**config.mk**
```make
export PLATFORM = sky130hd
export DESIGN_NAME = dbcs_lane
export DESIGN_NICKNAME = d
export VERILOG_FILES = /design/src/rtl/dbcs_pkg.sv /design/src/rtl/dbcs_lane.sv
export SDC_FILE = /design/constraint.sdc
export NUM_CORES = 2
export LEC_CHECK = 0
export BUFFER_PORTS_ARGS = -buffer_cell sky130_fd_sc_hd__buf_2
export CORE_AREA = 5 5 317 319
export DETAILED_ROUTE_END_ITERATION = 8
export DIE_AREA = 0 0 322 324
export HOLD_SLACK_MARGIN = 0.08
export SYNTH_ARGS = -nofsm -noshare
export SYNTH_HDL_FRONTEND = slang
export SYNTH_SLANG_ARGS = --single-unit
```
**constraint.sdc**
```tcl
create_clock -name i_clk -period 28.1 [get_ports i_clk]
set_input_delay 4.215 -clock i_clk [delete_from_list [all_inputs] [get_ports i_clk]]
set_output_delay 4.215 -clock i_clk [all_outputs]
set_load 0.005 [all_outputs]
```
**src/rtl/dbcs_pkg.sv**
```systemverilog
`default_nettype none

package dbcs_pkg;

    // Word format: signed Q16.16.
    localparam int DATA_W    = 32;
    localparam int FRAC_W    = 16;
    localparam int PROD_W    = 2 * DATA_W;
    // Field plus rounded product, before saturation.
    localparam int WIDE_W    = PROD_W - FRAC_W + 1;

    localparam int DEF_MAX_X = 256;
    localparam int DEF_MAX_Y = 256;
    localparam int MAX_Z     = 4096;
    localparam int Z_W       = 12;

    localparam int XY_SIZE_W = 9;
    localparam int Z_SIZE_W  = 13;
    localparam int CFG_IDX_W = 3;

    typedef enum logic [CFG_IDX_W-1:0] {
        CFG_GRID_X,
        CFG_GRID_Y,
        CFG_GRID_Z,
        CFG_COEF_X,
        CFG_COEF_Y,
        CFG_COEF_Z
    } t_cfg_idx;

    typedef logic signed [DATA_W-1:0] t_word;

    typedef struct packed {
        t_word err_value;
        t_word field_x;
        t_word field_y;
        t_word field_z;
    } t_in_item;

    typedef struct packed {
        t_word new_field_x;
        t_word new_field_y;
        t_word new_field_z;
        logic  last_voxel;
    } t_out_item;

    typedef struct packed {
        logic clean;
        logic last;
    } t_voxel_flags;

    typedef struct packed {
        logic diff_en;
        logic prod_en;
        logic out_en;
    } t_pipe_en;

    // Clamp a wide two's complement value to the word range.
    function automatic t_word sat_word(input logic [WIDE_W-1:0] v);
        logic [WIDE_W-DATA_W:0] upper;
        t_word                  res;
        upper = v[WIDE_W-1:DATA_W-1];
        if ((&upper) || !(|upper)) begin
            res = v[DATA_W-1:0];
        end else if (v[WIDE_W-1]) begin
            res = {1'b1, {(DATA_W-1){1'b0}}};
        end else begin
            res = {1'b0, {(DATA_W-1){1'b1}}};
        end
        return res;
    endfunction

endpackage

`default_nettype wire

```
**src/rtl/dbcs_lane.sv**
```systemverilog
`default_nettype none

module dbcs_lane
    import dbcs_pkg::*;
(
    input  wire logic     i_clk,
    input  wire t_pipe_en i_en,
    input  wire logic     i_clean,
    input  wire t_word    i_err,
    input  wire t_word    i_nbr,
    input  wire t_word    i_field,
    input  wire t_word    i_coef,
    output t_word         o_result
);

    logic [DATA_W:0]   diff_full;
    logic [PROD_W-1:0] prod_full;
    logic [WIDE_W-1:0] total;

    t_word             r_diff;
    t_word             r_field2;
    logic              r_clean2;
    logic [PROD_W-1:0] r_prod;
    t_word             r_field3;
    logic              r_clean3;
    t_word             r_result;

    assign diff_full = {i_err[DATA_W-1], i_err} - {i_nbr[DATA_W-1], i_nbr};
    assign prod_full = r_diff * i_coef;

    // Rounding half up: the bit below the kept fraction enters as a carry.
    assign total = {{(WIDE_W-DATA_W){r_field3[DATA_W-1]}}, r_field3}
                 + {r_prod[PROD_W-1], r_prod[PROD_W-1:FRAC_W]}
                 + {{(WIDE_W-1){1'b0}}, r_prod[FRAC_W-1]};

    always_ff @(posedge i_clk) begin
        if (i_en.diff_en) begin
            r_diff   <= sat_word({{(WIDE_W-DATA_W-1){diff_full[DATA_W]}}, diff_full});
            r_field2 <= i_field;
            r_clean2 <= i_clean;
        end
        if (i_en.prod_en) begin
            r_prod   <= prod_full;
            r_field3 <= r_field2;
            r_clean3 <= r_clean2;
        end
        if (i_en.out_en) begin
            r_result <= r_clean3 ? sat_word(total) : r_field3;
        end
    end

    assign o_result = r_result;

endmodule

`default_nettype wire

```
* After elaboration in Yosys (flattened, before gate mapping)
Cells that the tools add are included.
Operators by class: add/sub/neg operators 3, multiply operators 1, multiplexer cells 5, reduce and logical (&&, ||, !) cells 8
Operator list (number):
- $mux W32 | 5
- $mul A32 B32 Y64 | 1
- $add A32 B48 Y49 | 1
- $add A49 B1 Y49 | 1
- $sub A32 B32 Y33 | 1
- $reduce_and A18 Y1 | 1
- $reduce_or A18 Y1 | 1
- $logic_not A1 Y1 | 2
- $logic_or A1 B1 Y1 | 2
- $reduce_and A2 Y1 | 1
- $reduce_or A2 Y1 | 1
Word-level totals: register bits after elaboration 194, bits of input ports 133, output and inout port bits 32, logic and storage cells 24

* Logic depth before layout (Yosys ltp)
depth after elaboration 7, gate-level depth with buffers 29, mapped depth without buffers 27

* Worst setup path before layout
No wires, ideal clock.
kind input -> register, from input port i_coef[2], to register r_prod[63] (data pin), setup time 256 ps, arrival 11448 ps, required time 27844 ps, path slack 16396 ps, stages on the path 24, buffers on the path 1, cells stage by stage clkbuf_1 > nand2_1 > inv_1 > fa_1 > fa_1 > fa_1 > inv_1 > fa_1 > inv_1 > fa_1 > fa_1 > inv_1 > fa_1 > inv_1 > fa_1 > ha_1 > and3_1 > nand2_1 > o22a_1 > nand2_1 > o41ai_1 > o21ai_0 > mux2i_1 > and4_1
Between the ends: cells in the longest elaborated chain, start to end 1
Ends and longest elaborated chain:
- start: declaration | RTL line dbcs_lane.sv:12 | input wire t_word i_coef,
- $mul A32 B32 Y64 | RTL line dbcs_lane.sv:29 | assign prod_full = r_diff * i_coef;
- net prod_full[63] | RTL line dbcs_lane.sv:17 | logic [PROD_W-1:0] prod_full;
- end signal: assignment | RTL line dbcs_lane.sv:43 | r_prod <= prod_full;
- end: declaration | RTL line dbcs_lane.sv:23 | logic [PROD_W-1:0] r_prod;
The timed path passes the listed nets, and every way through them passes these cells. A chain may end at the register's enable or synchronous reset.

* Worst setup path after layout
from input port i_coef[5], to register r_prod[63] (data pin)
The elaborated chain is that of the path after synthesis.

==> results.md <==
- Clock Path Buffers: 2
- GR Util All Layers: between 20% and 30%
- CP Data Required Time: around 28,000 ps
- GPL Wtd Cong: roughly 0.9
- Period utilization: 43.0%
- Row cnt: 115
- Max Slew Vio Count: 0
- Nets: approximately 6,200
- Final antenna-violating net count: 0
- Final hold viol count: 0
- Hold Crit Class: register to register
- Initial antenna violation count: 11
- Mux contribution to synthesized area: less than 1%
- CP Capture Type: register
- Die area: between 100,000 and 150,000 sq um
- CTS root buf: clkbuf_16
- Core area: 97,600 sq um
- WL/cell: between 20 and 25 um
- Crit path time final: approximately 12,000 ps
- YS warnings: 0
- Critical Path Source Type: primary input
- Status: finished clean
- Crit-path max FO: 32
- Skew-Pair Late Insertion Delay: 520 ps
- GRT Residual Overflow: 0
- Area delta synth->final: 5.32%
- CTS clk-pin slew, worst paths: around 120 ps
- RSZ-0062 raised after global routing: no
- Max Freq: 0.0828 GHz
- CP arrival: roughly 12,000 ps
- Adder-Cell Fraction of Synth Area: between 50% and 60%
- Netlist Area Pre-Place: between 40,000 and 50,000 sq um
- Vias in the first global route: approximately 35,000
- Commonest non-fill, non-tap cell in the layout: fa_1
- Final HPWL DP: around 96,000 um
- CP Class: primary input to register
- Via total after detailed routing: roughly 32,000
- Die Span Y: ~320 um
- Combinational family with the most area after synthesis: adder cells
- Commonest non-fill, non-tap cells in the layout: fa_1 (1,084), inv_1 (1,027), nand2_1 (581)
- Sequential area share after synthesis: 11.6%
- Initial DRC Count: 1,934
- Most used DFF post-synth: edfxtp_1
- CTS Hold Bufs: 0
- Cell variety after synth: 78
- Syn Inst Count: approximately 4,700
- Pre-Repair DR Iteration Count: 7
- Initial Utilization: 47.3%
- # IOs: about 170
- Resize count post-CTS: 0
- IO Port Bufs: between 150 and 200
- XOR/XNOR Fraction of Synth Area: 2.35%
- Post-Route Setup TNS: 0 ps
- Post-Synth Simple-Gate Area: about 15%
- Post-Syn Nets: about 6,200
- Worst slew pin tran: around 1100 ps
- Mean Syn Cell Area: between 9 and 10 sq um
- Num CTS Buffers: 17
- # Max-Cap Violations: 0
- CTS Sinks: roughly 180
- Compound-Gate Fraction of Synth Area: 6.58%
- FF-to-FF setup slack: roughly 20,000 ps
- Drt via density: between 5 and 6
- Share of cells above drive strength 1: approximately 5.5%
- DRC: 0
- Die Wd: 322 um
- Post-synthesis async set-or-reset flop share: 0%
- Final number of setup-violating endpoints: 0
- Wire length of the first global-routing pass: approximately 200,000 um
- Flops & latches, synth: around 180
- Routed wire length: about 120,000 um
- Post-CTS Setup Repair Bufs: 0
- Post-synth EDFFs: between 150 and 200
- H-tree depth: 4
- Worst Skew: between 40 and 50 ps
- Largest net degree at the start of global routing: 83
- Clock tree from TritonCTS: done
- Slew HR: 28.2%
-- path summary, 6_finish.rpt --
path | from | cells after the start | end
worst min register to register | r_field2[12] | 0 | r_field3[12]
worst max-delay path | i_coef[5] | 26 | r_prod[63]
worst max register to register | r_diff[15] | 25 | r_prod[63]
worst min-delay path | r_field2[12] | 0 | r_field3[12]
-- cell families (layout without fill, tap and decap cells) --
group | after synthesis | count (layout)
XOR/XNOR | 123 | 123
other | 0 | 4
AND/OR/NAND/NOR | 1373 | 1373
multiplexers | 4 | 4
buffers and inverters | 1262 | 1264
AO/OA/AOI/OAI | 450 | 450
flip-flops | 179 | 179
adder cells (fa/ha/maj) | 1350 | 1350
-- registers in the layout, indices dropped and copies added (netlist names) --
register	count
r_prod	49
r_clean2	1
r_field3	32
r_clean3	1
o_result	32
r_field2	32
r_diff	32
-- synth_stat cells, types with 5 or more instances --
library cell / n / area (sq um)
o311ai_2: 6 / 97.6
o211ai_1: 7 / 52.6
o21ai_0: 80 / 400
a211oi_1: 18 / 135
a211o_1: 6 / 52.6
nor2b_1: 19 / 119
xor2_1: 44 / 385
nand2b_1: 26 / 163
fa_1: 1084 / 21700
a21o_1: 51 / 383
o21ai_1: 5 / 25.0
nand4_1: 18 / 113
o21a_1: 19 / 143
a311oi_1: 6 / 52.6
o31a_1: 6 / 52.6
o221ai_1: 26 / 228
nand2_1: 581 / 2180
buf_2: 11 / 55.1
nor3_1: 27 / 135
or3_1: 8 / 50.1
inv_1: 1027 / 3850
xnor2_1: 78 / 683
clkbuf_1: 219 / 822
maj3_1: 7 / 70.1
nor4_1: 8 / 50.1
a21oi_1: 127 / 636
o21bai_1: 14 / 105
ha_1: 259 / 3240
and2_1: 533 / 3330
and3_1: 11 / 68.8
nand3_1: 24 / 120
o31ai_1: 10 / 75.1
nor2_1: 101 / 379
a31oi_1: 16 / 100
edfxtp_1: 179 / 5380
-- routing by layer --
layer / part of all wire (%) / wire length, um / up-vias / global-route usage, %
met5: 0 / 0 / - / 0
met4: 2.1 / 2590 / 0 / 5.59
met3: 7.8 / 9410 / 158 / 5.42
met2: 45 / 54700 / 984 / 38.6
met1: 45 / 54700 / 16501 / 34.7
li1: - / - / 14291 / -
-- area by class of cell --
class | count | area [sq um]
clock inverter | 15 | 178
fill | 9057 | 48900
inverter | 1027 | 3850
clock buffer | 17 | 425
timing repair buffer | 205 | 1130
sequential | 179 | 5380
tap | 1287 | 1610
multi-input combinational | 3300 | 36000
antenna | 4 | 10.0
-- stage by stage --
stage / instances / cell area, sq um / util [%] / hold WS, ps / setup slack, ps
after floorplan: 4741 / 46200 / - / 400 / 16400
after global placement: 5998 / 48000 / 49.2 / 404 / 15490
after detailed placement: 5998 / 48000 / 49.2 / 405 / 15450
after CTS: 6030 / 48600 / 49.8 / 425 / 15980
after global routing: 6031 / 48600 / 49.8 / 431 / 15440
final: 6034 / 48600 / 49.8 / 426 / 16020
-- critical path: stages --
cell and delay (ps):
buf_2 630, nand2_1 270, inv_1 150, fa_1 390
inv_1 230, fa_1 450, inv_1 210, fa_1 480
inv_1 90, fa_1 540, inv_1 480, fa_1 540
fa_1 540, inv_1 50, fa_1 470, inv_1 50
fa_1 440, ha_1 340, and3_1 210, nand2_1 70
o22a_1 130, nand2_1 70, o41ai_1 590, o21ai_0 320
mux2i_1 170, and4_1 160
Power is not shown: default switching activity piles up to over one toggle a cycle in this logic, so the estimate is an artifact.
