--- src/rtl/dbcs_pkg.sv ---
`default_nettype none

package dbcs_pkg;

    // Word format: signed Q16.16.
    localparam int DATA_W    = 32;
    localparam int FRAC_W    = 16;
    localparam int PROD_W    = 2 * DATA_W;
    // Field plus rounded product, before saturation.
    localparam int WIDE_W    = PROD_W - FRAC_W + 1;

    localparam int DEF_MAX_X = 256;
    localparam int DEF_MAX_Y = 256;
    localparam int MAX_Z     = 4096;
    localparam int Z_W       = 12;

    localparam int XY_SIZE_W = 9;
    localparam int Z_SIZE_W  = 13;
    localparam int CFG_IDX_W = 3;

    typedef enum logic [CFG_IDX_W-1:0] {
        CFG_GRID_X,
        CFG_GRID_Y,
        CFG_GRID_Z,
        CFG_COEF_X,
        CFG_COEF_Y,
        CFG_COEF_Z
    } t_cfg_idx;

    typedef logic signed [DATA_W-1:0] t_word;

    typedef struct packed {
        t_word err_value;
        t_word field_x;
        t_word field_y;
        t_word field_z;
    } t_in_item;

    typedef struct packed {
        t_word new_field_x;
        t_word new_field_y;
        t_word new_field_z;
        logic  last_voxel;
    } t_out_item;

    typedef struct packed {
        logic clean;
        logic last;
    } t_voxel_flags;

    typedef struct packed {
        logic diff_en;
        logic prod_en;
        logic out_en;
    } t_pipe_en;

    // Clamp a wide two's complement value to the word range.
    function automatic t_word sat_word(input logic [WIDE_W-1:0] v);
        logic [WIDE_W-DATA_W:0] upper;
        t_word                  res;
        upper = v[WIDE_W-1:DATA_W-1];
        if ((&upper) || !(|upper)) begin
            res = v[DATA_W-1:0];
        end else if (v[WIDE_W-1]) begin
            res = {1'b1, {(DATA_W-1){1'b0}}};
        end else begin
            res = {1'b0, {(DATA_W-1){1'b1}}};
        end
        return res;
    endfunction

endpackage

`default_nettype wire

--- src/rtl/dbcs_scan.sv ---
`default_nettype none

module dbcs_scan
    import dbcs_pkg::*;
#(
    parameter int MAX_X = DEF_MAX_X,
    parameter int MAX_Y = DEF_MAX_Y
) (
    input  wire logic                               i_clk,
    input  wire logic                               i_rst_n,
    input  wire logic                               i_cfg_we,
    input  wire logic [CFG_IDX_W-1:0]               i_cfg_index,
    input  wire logic [DATA_W-1:0]                  i_cfg_data,
    input  wire logic                               i_accept,
    output logic      [$clog2(MAX_X)-1:0]           o_row_addr,
    output logic      [$clog2(MAX_X)+$clog2(MAX_Y)-1:0] o_plane_addr,
    output t_voxel_flags                            o_flags,
    output t_word                                   o_coef_x,
    output t_word                                   o_coef_y,
    output t_word                                   o_coef_z
);

    localparam int XW = $clog2(MAX_X);
    localparam int YW = $clog2(MAX_Y);

    // A size of zero counts as one, a size above the maximum is clamped.
    function automatic logic [XW-1:0] last_x(input logic [XY_SIZE_W-1:0] s);
        logic [XW-1:0] res;
        if (s == '0) begin
            res = '0;
        end else if (32'(s) > MAX_X) begin
            res = XW'(MAX_X - 1);
        end else begin
            res = XW'(s - 1'b1);
        end
        return res;
    endfunction

    function automatic logic [YW-1:0] last_y(input logic [XY_SIZE_W-1:0] s);
        logic [YW-1:0] res;
        if (s == '0) begin
            res = '0;
        end else if (32'(s) > MAX_Y) begin
            res = YW'(MAX_Y - 1);
        end else begin
            res = YW'(s - 1'b1);
        end
        return res;
    endfunction

    function automatic logic [Z_W-1:0] last_z(input logic [Z_SIZE_W-1:0] s);
        logic [Z_W-1:0] res;
        if (s == '0) begin
            res = '0;
        end else if (32'(s) > MAX_Z) begin
            res = Z_W'(MAX_Z - 1);
        end else begin
            res = Z_W'(s - 1'b1);
        end
        return res;
    endfunction

    logic [XW-1:0]  r_last_x;
    logic [YW-1:0]  r_last_y;
    logic [Z_W-1:0] r_last_z;
    t_word          r_coef_x;
    t_word          r_coef_y;
    t_word          r_coef_z;

    logic [XW-1:0]  r_x;
    logic [YW-1:0]  r_y;
    logic [Z_W-1:0] r_z;
    logic [XW-1:0]  n_x;
    logic [YW-1:0]  n_y;
    logic [Z_W-1:0] n_z;
    logic           x_end;
    logic           y_end;
    logic           z_end;

    always_ff @(posedge i_clk) begin
        if (!i_rst_n) begin
            r_last_x <= '0;
            r_last_y <= '0;
            r_last_z <= '0;
            r_coef_x <= '0;
            r_coef_y <= '0;
            r_coef_z <= '0;
        end else if (i_cfg_we) begin
            unique case (t_cfg_idx'(i_cfg_index))
                CFG_GRID_X: r_last_x <= last_x(i_cfg_data[XY_SIZE_W-1:0]);
                CFG_GRID_Y: r_last_y <= last_y(i_cfg_data[XY_SIZE_W-1:0]);
                CFG_GRID_Z: r_last_z <= last_z(i_cfg_data[Z_SIZE_W-1:0]);
                CFG_COEF_X: r_coef_x <= i_cfg_data;
                CFG_COEF_Y: r_coef_y <= i_cfg_data;
                CFG_COEF_Z: r_coef_z <= i_cfg_data;
                default: begin
                end
            endcase
        end
    end

    // A position at or past its last index wraps on the next advance.
    assign x_end = (r_x >= r_last_x);
    assign y_end = (r_y >= r_last_y);
    assign z_end = (r_z >= r_last_z);

    always_comb begin
        n_x = r_x;
        n_y = r_y;
        n_z = r_z;
        if (!x_end) begin
            n_x = r_x + 1'b1;
        end else begin
            n_x = '0;
            if (!y_end) begin
                n_y = r_y + 1'b1;
            end else begin
                n_y = '0;
                n_z = z_end ? '0 : r_z + 1'b1;
            end
        end
    end

    always_ff @(posedge i_clk) begin
        if (!i_rst_n) begin
            r_x <= '0;
            r_y <= '0;
            r_z <= '0;
        end else if (i_accept) begin
            r_x <= n_x;
            r_y <= n_y;
            r_z <= n_z;
        end
    end

    assign o_row_addr    = r_x;
    assign o_plane_addr  = {r_y, r_x};
    assign o_flags.clean = (r_x != '0) && (r_y != '0) && (r_z != '0);
    assign o_flags.last  = x_end && y_end && z_end;
    assign o_coef_x      = r_coef_x;
    assign o_coef_y      = r_coef_y;
    assign o_coef_z      = r_coef_z;

endmodule

`default_nettype wire

--- config.mk ---
export PLATFORM = sky130hd
export DESIGN_NAME = dbcs_scan
export DESIGN_NICKNAME = d
export VERILOG_FILES = /design/src/rtl/dbcs_pkg.sv /design/src/rtl/dbcs_scan.sv
export SDC_FILE = /design/constraint.sdc
export NUM_CORES = 1
export LEC_CHECK = 0
export CAP_MARGIN = 30
export CORE_ASPECT_RATIO = 0.6
export CORE_MARGIN = 8
export CORE_UTILIZATION = 55
export DETAILED_ROUTE_END_ITERATION = 16
export DONT_BUFFER_PORTS = 1
export GPL_ROUTABILITY_DRIVEN = 0
export PLACE_DENSITY = 0.77
export RECOVER_POWER = 100
export SLEW_MARGIN = 10
export SYNTH_ARGS = -nofsm -noshare
export SYNTH_HDL_FRONTEND = slang
export SYNTH_SLANG_ARGS = --single-unit
--- constraint.sdc ---
create_clock -name i_clk -period 2.4 [get_ports i_clk]
set_input_delay 0.12 -clock i_clk [delete_from_list [all_inputs] [get_ports i_clk]]
set_output_delay 0.12 -clock i_clk [all_outputs]
set_load 0.005 [all_outputs]
# After elaboration in Yosys (flattened, before gate mapping)
# Index checks and enable logic that the tools add are counted.
# word_totals
wordCells	49
out_inout_bits	122
register_bits	152
in_bits	39
# classes
muxes	7
reduce_logical	18
eq_ne	5
magnitude_cmp	5
addsub	5
# ops
op	count
$mux W12	3
$mux W8	4
$add A8 B1 Y8 const B	2
$ge A8 B8 Y1	2
$reduce_bool A8 Y1	2
$reduce_and A2 Y1	7
$gt A13 B13 Y1 const B	1
$logic_not A13 Y1	1
$add A12 B1 Y12 const B	1
$ge A12 B12 Y1	1
$reduce_bool A12 Y1	1
$sub A12 B1 Y12 const B	1
$gt A9 B9 Y1 const B	1
$logic_not A9 Y1	1
$sub A8 B1 Y8 const B	1
$eq A3 B2 Y1 const B	2
$eq A3 B3 Y1 const B	2
$logic_and A1 B1 Y1	4
$eq A3 B1 Y1 const B	1
$logic_not A3 Y1	1
$reduce_and A3 Y1	1

# Depth between registers and ports, before layout
# depth
depth_word	3
mapped_depth	10
ltp_nobuf	8

# Least setup slack after synthesis
# OpenSTA, ideal clock, no wires.
# synth_path
path_kind	reg2reg
from	register r_x[0] (netlist: o_row_addr[0])
to	register r_z[4]
setup_ns	0.126
path_stages_with_launch	10
synth_period_minus_slack_ns	2.230
path_slack_ns	0.170
path_buffers	1
arrival_ns	2.104
required_time_ns	2.274
cell_sequence	dfxtp_1 > inv_1 > ha_1 > nand2b_4 > a2111oi_4 > o41ai_4 > a31oi_1 > buf_6 > a22oi_1 > o31ai_2
# synth_via
elab_chain_len	2
# synth_lines
item	line	rtl
start: declaration	dbcs_scan.sv:70	logic [XW-1:0] r_x;
start signal: assignment	dbcs_scan.sv:130	r_x <= n_x;
$ge A8 B8 Y1	dbcs_scan.sv:103	assign x_end = (r_x >= r_last_x);
$reduce_and A3 Y1 (no line)	--	
end signal: assignment	dbcs_scan.sv:132	r_z <= n_z;
end: declaration	dbcs_scan.sv:72	logic [Z_W-1:0] r_z;
# No other way between the ends.
# A chain may end at the register's enable or synchronous reset.

==> flow_summary.toml <==
[power_and_ir_drop]
clkPwrFrac_pct = 45.9
switchingPower_uw = 1460
p_leak_uw = 0.00282
seq_power_share_pct = 46.1
power_frac_comb_pct = 8.0
power.internal_uw = 4240
p_per_area_mw_per_mm2 = 729
switching_share_pct = 25.6
vdd_drop_max_mv = 0.546

[cts]
clock-sinks = 152
cts_tree = "done"
clockRootBuffer = "clkbuf_16"
insertion_delay_ns = 0.42
clkSlewWorstSetupHoldPaths_ns = 0.06
numCtsBuffers = 17
clockBufferDepth = 2
htreeDepth = 4

[critical_path]
worst_path_max_delay_cell = "a2111oi_2"
cp_cell_sequence = "inv_1 -> ha_1 -> nand2b_1 -> a2111oi_2 -> o31ai_2 -> and3_2"
cpPeakStageDelay_ns = 0.41
cp-start-kind = "flip-flop"
arrival_ns = 2.16
path_max_fanout = 4
critPathTopFamily = "compound AO/OA/AOI/OAI gates"
cp_data_required_time_ns = 2.28
worstSetupPathType = "flip-flop to output port"
critPathCaptureType = "output port"
critical_path_buf_inv_count = 1

[yosys]
syn_area_sq_mm = 0.00680
synth_edf_count = 0
synth-adder-area-share_pct = 6.62
synth_xor_area_share_pct = 2.96
synthCells = 856
synth_fp_nets = 931
synth.yosys.seq_area_share_pct = 44.7
yosys.area_share.simple_pct = 22.3
synthMuxAreaShare_pct = 0.147
synthArstFlopShare_pct = 0
syn_area_per_cell_sq_um = 7.95
synth.ff_latch_count = 152
synth_compound_area_share_pct = 17.0
synth_top_family_by_area = "simple AND/OR/NAND/NOR gates"
ys.flop_type = "dfxtp_1"
yosys_warnings = 0
yosysUniqueCellTypes = 55

[cells_and_area]
nets = 954
antennaDiodeCount = 0
layout-drive-gt1-share_pct = 7.06
layout_commonest_cell = "nand2_1"
fin_area_sq_mm = 0.00783
final_cell_mix = "nand2_1, dfxtp_1, a21oi_1, nor2_1, inv_1"
area_growth_syn_to_layout_pct = 15.0
fillCellCount = 1047

[timing]
period_share_pct = 95.0
skew_ns = 0.0124
fin_crit_ns = 2.28
slew_headroom_pct = 7.18
rsz0062_at_grt = "false"
tightest_slew_ns = 1.39
drv_slew = 0
finalSetupViolCount = 0
final-hold-violation-count = 0
fmax_mhz = 439
setup-tns-final_ns = 0

[placement]
placed_cell_area_sq_mm = 0.00698
port_buffers = 0
hpwl_mm = 13.4

[job]
cap_violations = 0

[die]
initial_utilization_pct = 56.4
die_h_microns = 102
die_w_microns = 160
core_sq_mm = 0.0121
ios = 161
core.rowCount = 31
dieArea_sq_mm = 0.0163

[global_routing]
grt_pass1_wl_mm = 31.4
antenna_found_initial = 1
grt_max_degree = 125
first_global_vias = 5715
gr-total-overflow = 0
grt.total_usage_pct = 24.0

[routing]
drt_iter0_drc = 434
drcViolationCount = 0
ant_nets = 0
vias = 6006
routed_via_density = 5.68
finalWirelength_mm = 19.8
dr.pass1.iters = 6
wl_per_cell_microns = 18.7

[worst_hold_path]
hold_path_class = "input pin to flip-flop"

[outcome]
outcome = "complete, no violations"
## logic make-up (layout without fill, tap and decap cells)
kind of cell | count (synthesis) | after routing
AO/OA/AOI/OAI | 196 | 196
XOR/XNOR | 23 | 23
AND/OR/NAND/NOR | 348 | 348
flip-flops | 152 | 152
buffers and inverters | 100 | 136
adder cells (fa/ha/maj) | 36 | 36
multiplexers | 1 | 1
## repair_timing
item	in CTS	in global routing
hold buffers	34	0
buffers inserted	0	0
endpoints found under the setup margin	2	3
resized for setup	2	3
hold endpoints to repair	110	0
## sequential cells by signal (all words and copies together) (netlist names)
| name | count |
|---|---|
| o_coef_x | 32 |
| r_last_x | 8 |
| r_last_z | 12 |
| o_coef_z | 32 |
| o_row_addr | 8 |
| o_coef_y | 32 |
| r_z | 12 |
| r_last_y | 8 |
| r_y | 8 |
## stage by stage
step | instances | power (uW) | hold slack [ns] | util, % | worst slack [ns]
final | 1057 | 5700 | 0.00140 | 64.9 | 0.120
after global routing | 1057 | 5880 | 0.0333 | 64.9 | 0.00794
after CTS | 1057 | 5730 | 0.00535 | 65.5 | 0.0102
after detailed placement | 991 | 3060 | 0.263 | 57.8 | 0.121
after global placement | 991 | 3060 | 0.256 | 57.8 | 0.261
after floorplan | 856 | 2980 | 0.256 | - | 0.170
## power groups by stage
stage          Combinational [uW]  Clock (uW)  Sequential (uW)
2_1_floorplan                 304           0             2670
3_3_place_gp                  375           0             2680
3_5_place_dp                  380           0             2680
4_1_cts                       460        2640             2630
5_1_grt                       509        2740             2630
6_report                      458        2620             2630
## synth_stat cells, types with 2 or more instances
cell | instances | share of area [%]
nor3_1 | 7 | 0.51
xnor2_1 | 6 | 0.77
a21oi_1 | 129 | 9.5
o21ai_0 | 18 | 1.3
o22ai_1 | 3 | 0.28
buf_6 | 2 | 0.33
nor2b_1 | 4 | 0.37
inv_1 | 41 | 2.3
nand4_1 | 9 | 0.83
ha_1 | 36 | 6.6
nand3_1 | 11 | 0.81
o31ai_1 | 3 | 0.33
dfxtp_1 | 152 | 45
a31oi_1 | 3 | 0.28
or3_1 | 4 | 0.37
clkbuf_1 | 42 | 2.3
nor2_1 | 42 | 2.3
nor3b_1 | 2 | 0.22
nor4_1 | 3 | 0.28
nor4b_1 | 2 | 0.26
a22oi_1 | 4 | 0.44
a211oi_1 | 15 | 1.7
buf_4 | 8 | 0.88
nand2_1 | 233 | 13
o21a_1 | 6 | 0.66
or2_2 | 2 | 0.18
buf_2 | 5 | 0.37
and2_1 | 7 | 0.64
and3_1 | 7 | 0.64
xor2_1 | 17 | 2.2
o31ai_2 | 2 | 0.37
o211ai_1 | 5 | 0.55
nand2b_1 | 3 | 0.28
nand2b_4 | 2 | 0.40
## final cells by class
type	instances	area, sq um	share of cell area (%)
clock inverters	13	135	1.73
well taps	165	206	2.64
multi-input cells	604	3340	42.7
clock buffers	19	443	5.66
repair buffers	62	502	6.41
inverters	42	159	2.03
flip-flops and latches	152	3040	38.9
## worst register-to-register path: cells and delay by family (launching register included)
kind / cells / cell delay, ns
adder cells (fa/ha/maj): 1 / 0.27
AO/OA/AOI/OAI: 4 / 0.95
flip-flops: 1 / 0.33
AND/OR/NAND/NOR: 2 / 0.25
buffers and inverters: 2 / 0.28
## layer usage
layer	vias up	wire, microns	GRT usage, %
li1	2906	-	-
met1	2809	8960	31.6
met2	262	7960	33.8
met3	29	2650	12.3
met4	0	239	6.56
met5	-	0	0
## worst paths after layout
| check | end | slack, ns | cells past startpoint | from |
|---|---|---|---|---|
| min | r_y[4] | 0.001 | 2 | i_rst_n |
| max reg2reg | r_y[7] | 0.22 | 9 | o_row_addr[0] |
| max | o_flags[0] | 0.12 | 6 | r_y[0] |
| min reg2reg | r_last_z[5] | 0.45 | 2 | r_last_z[5] |
Power figures use the tool's default switching activity.
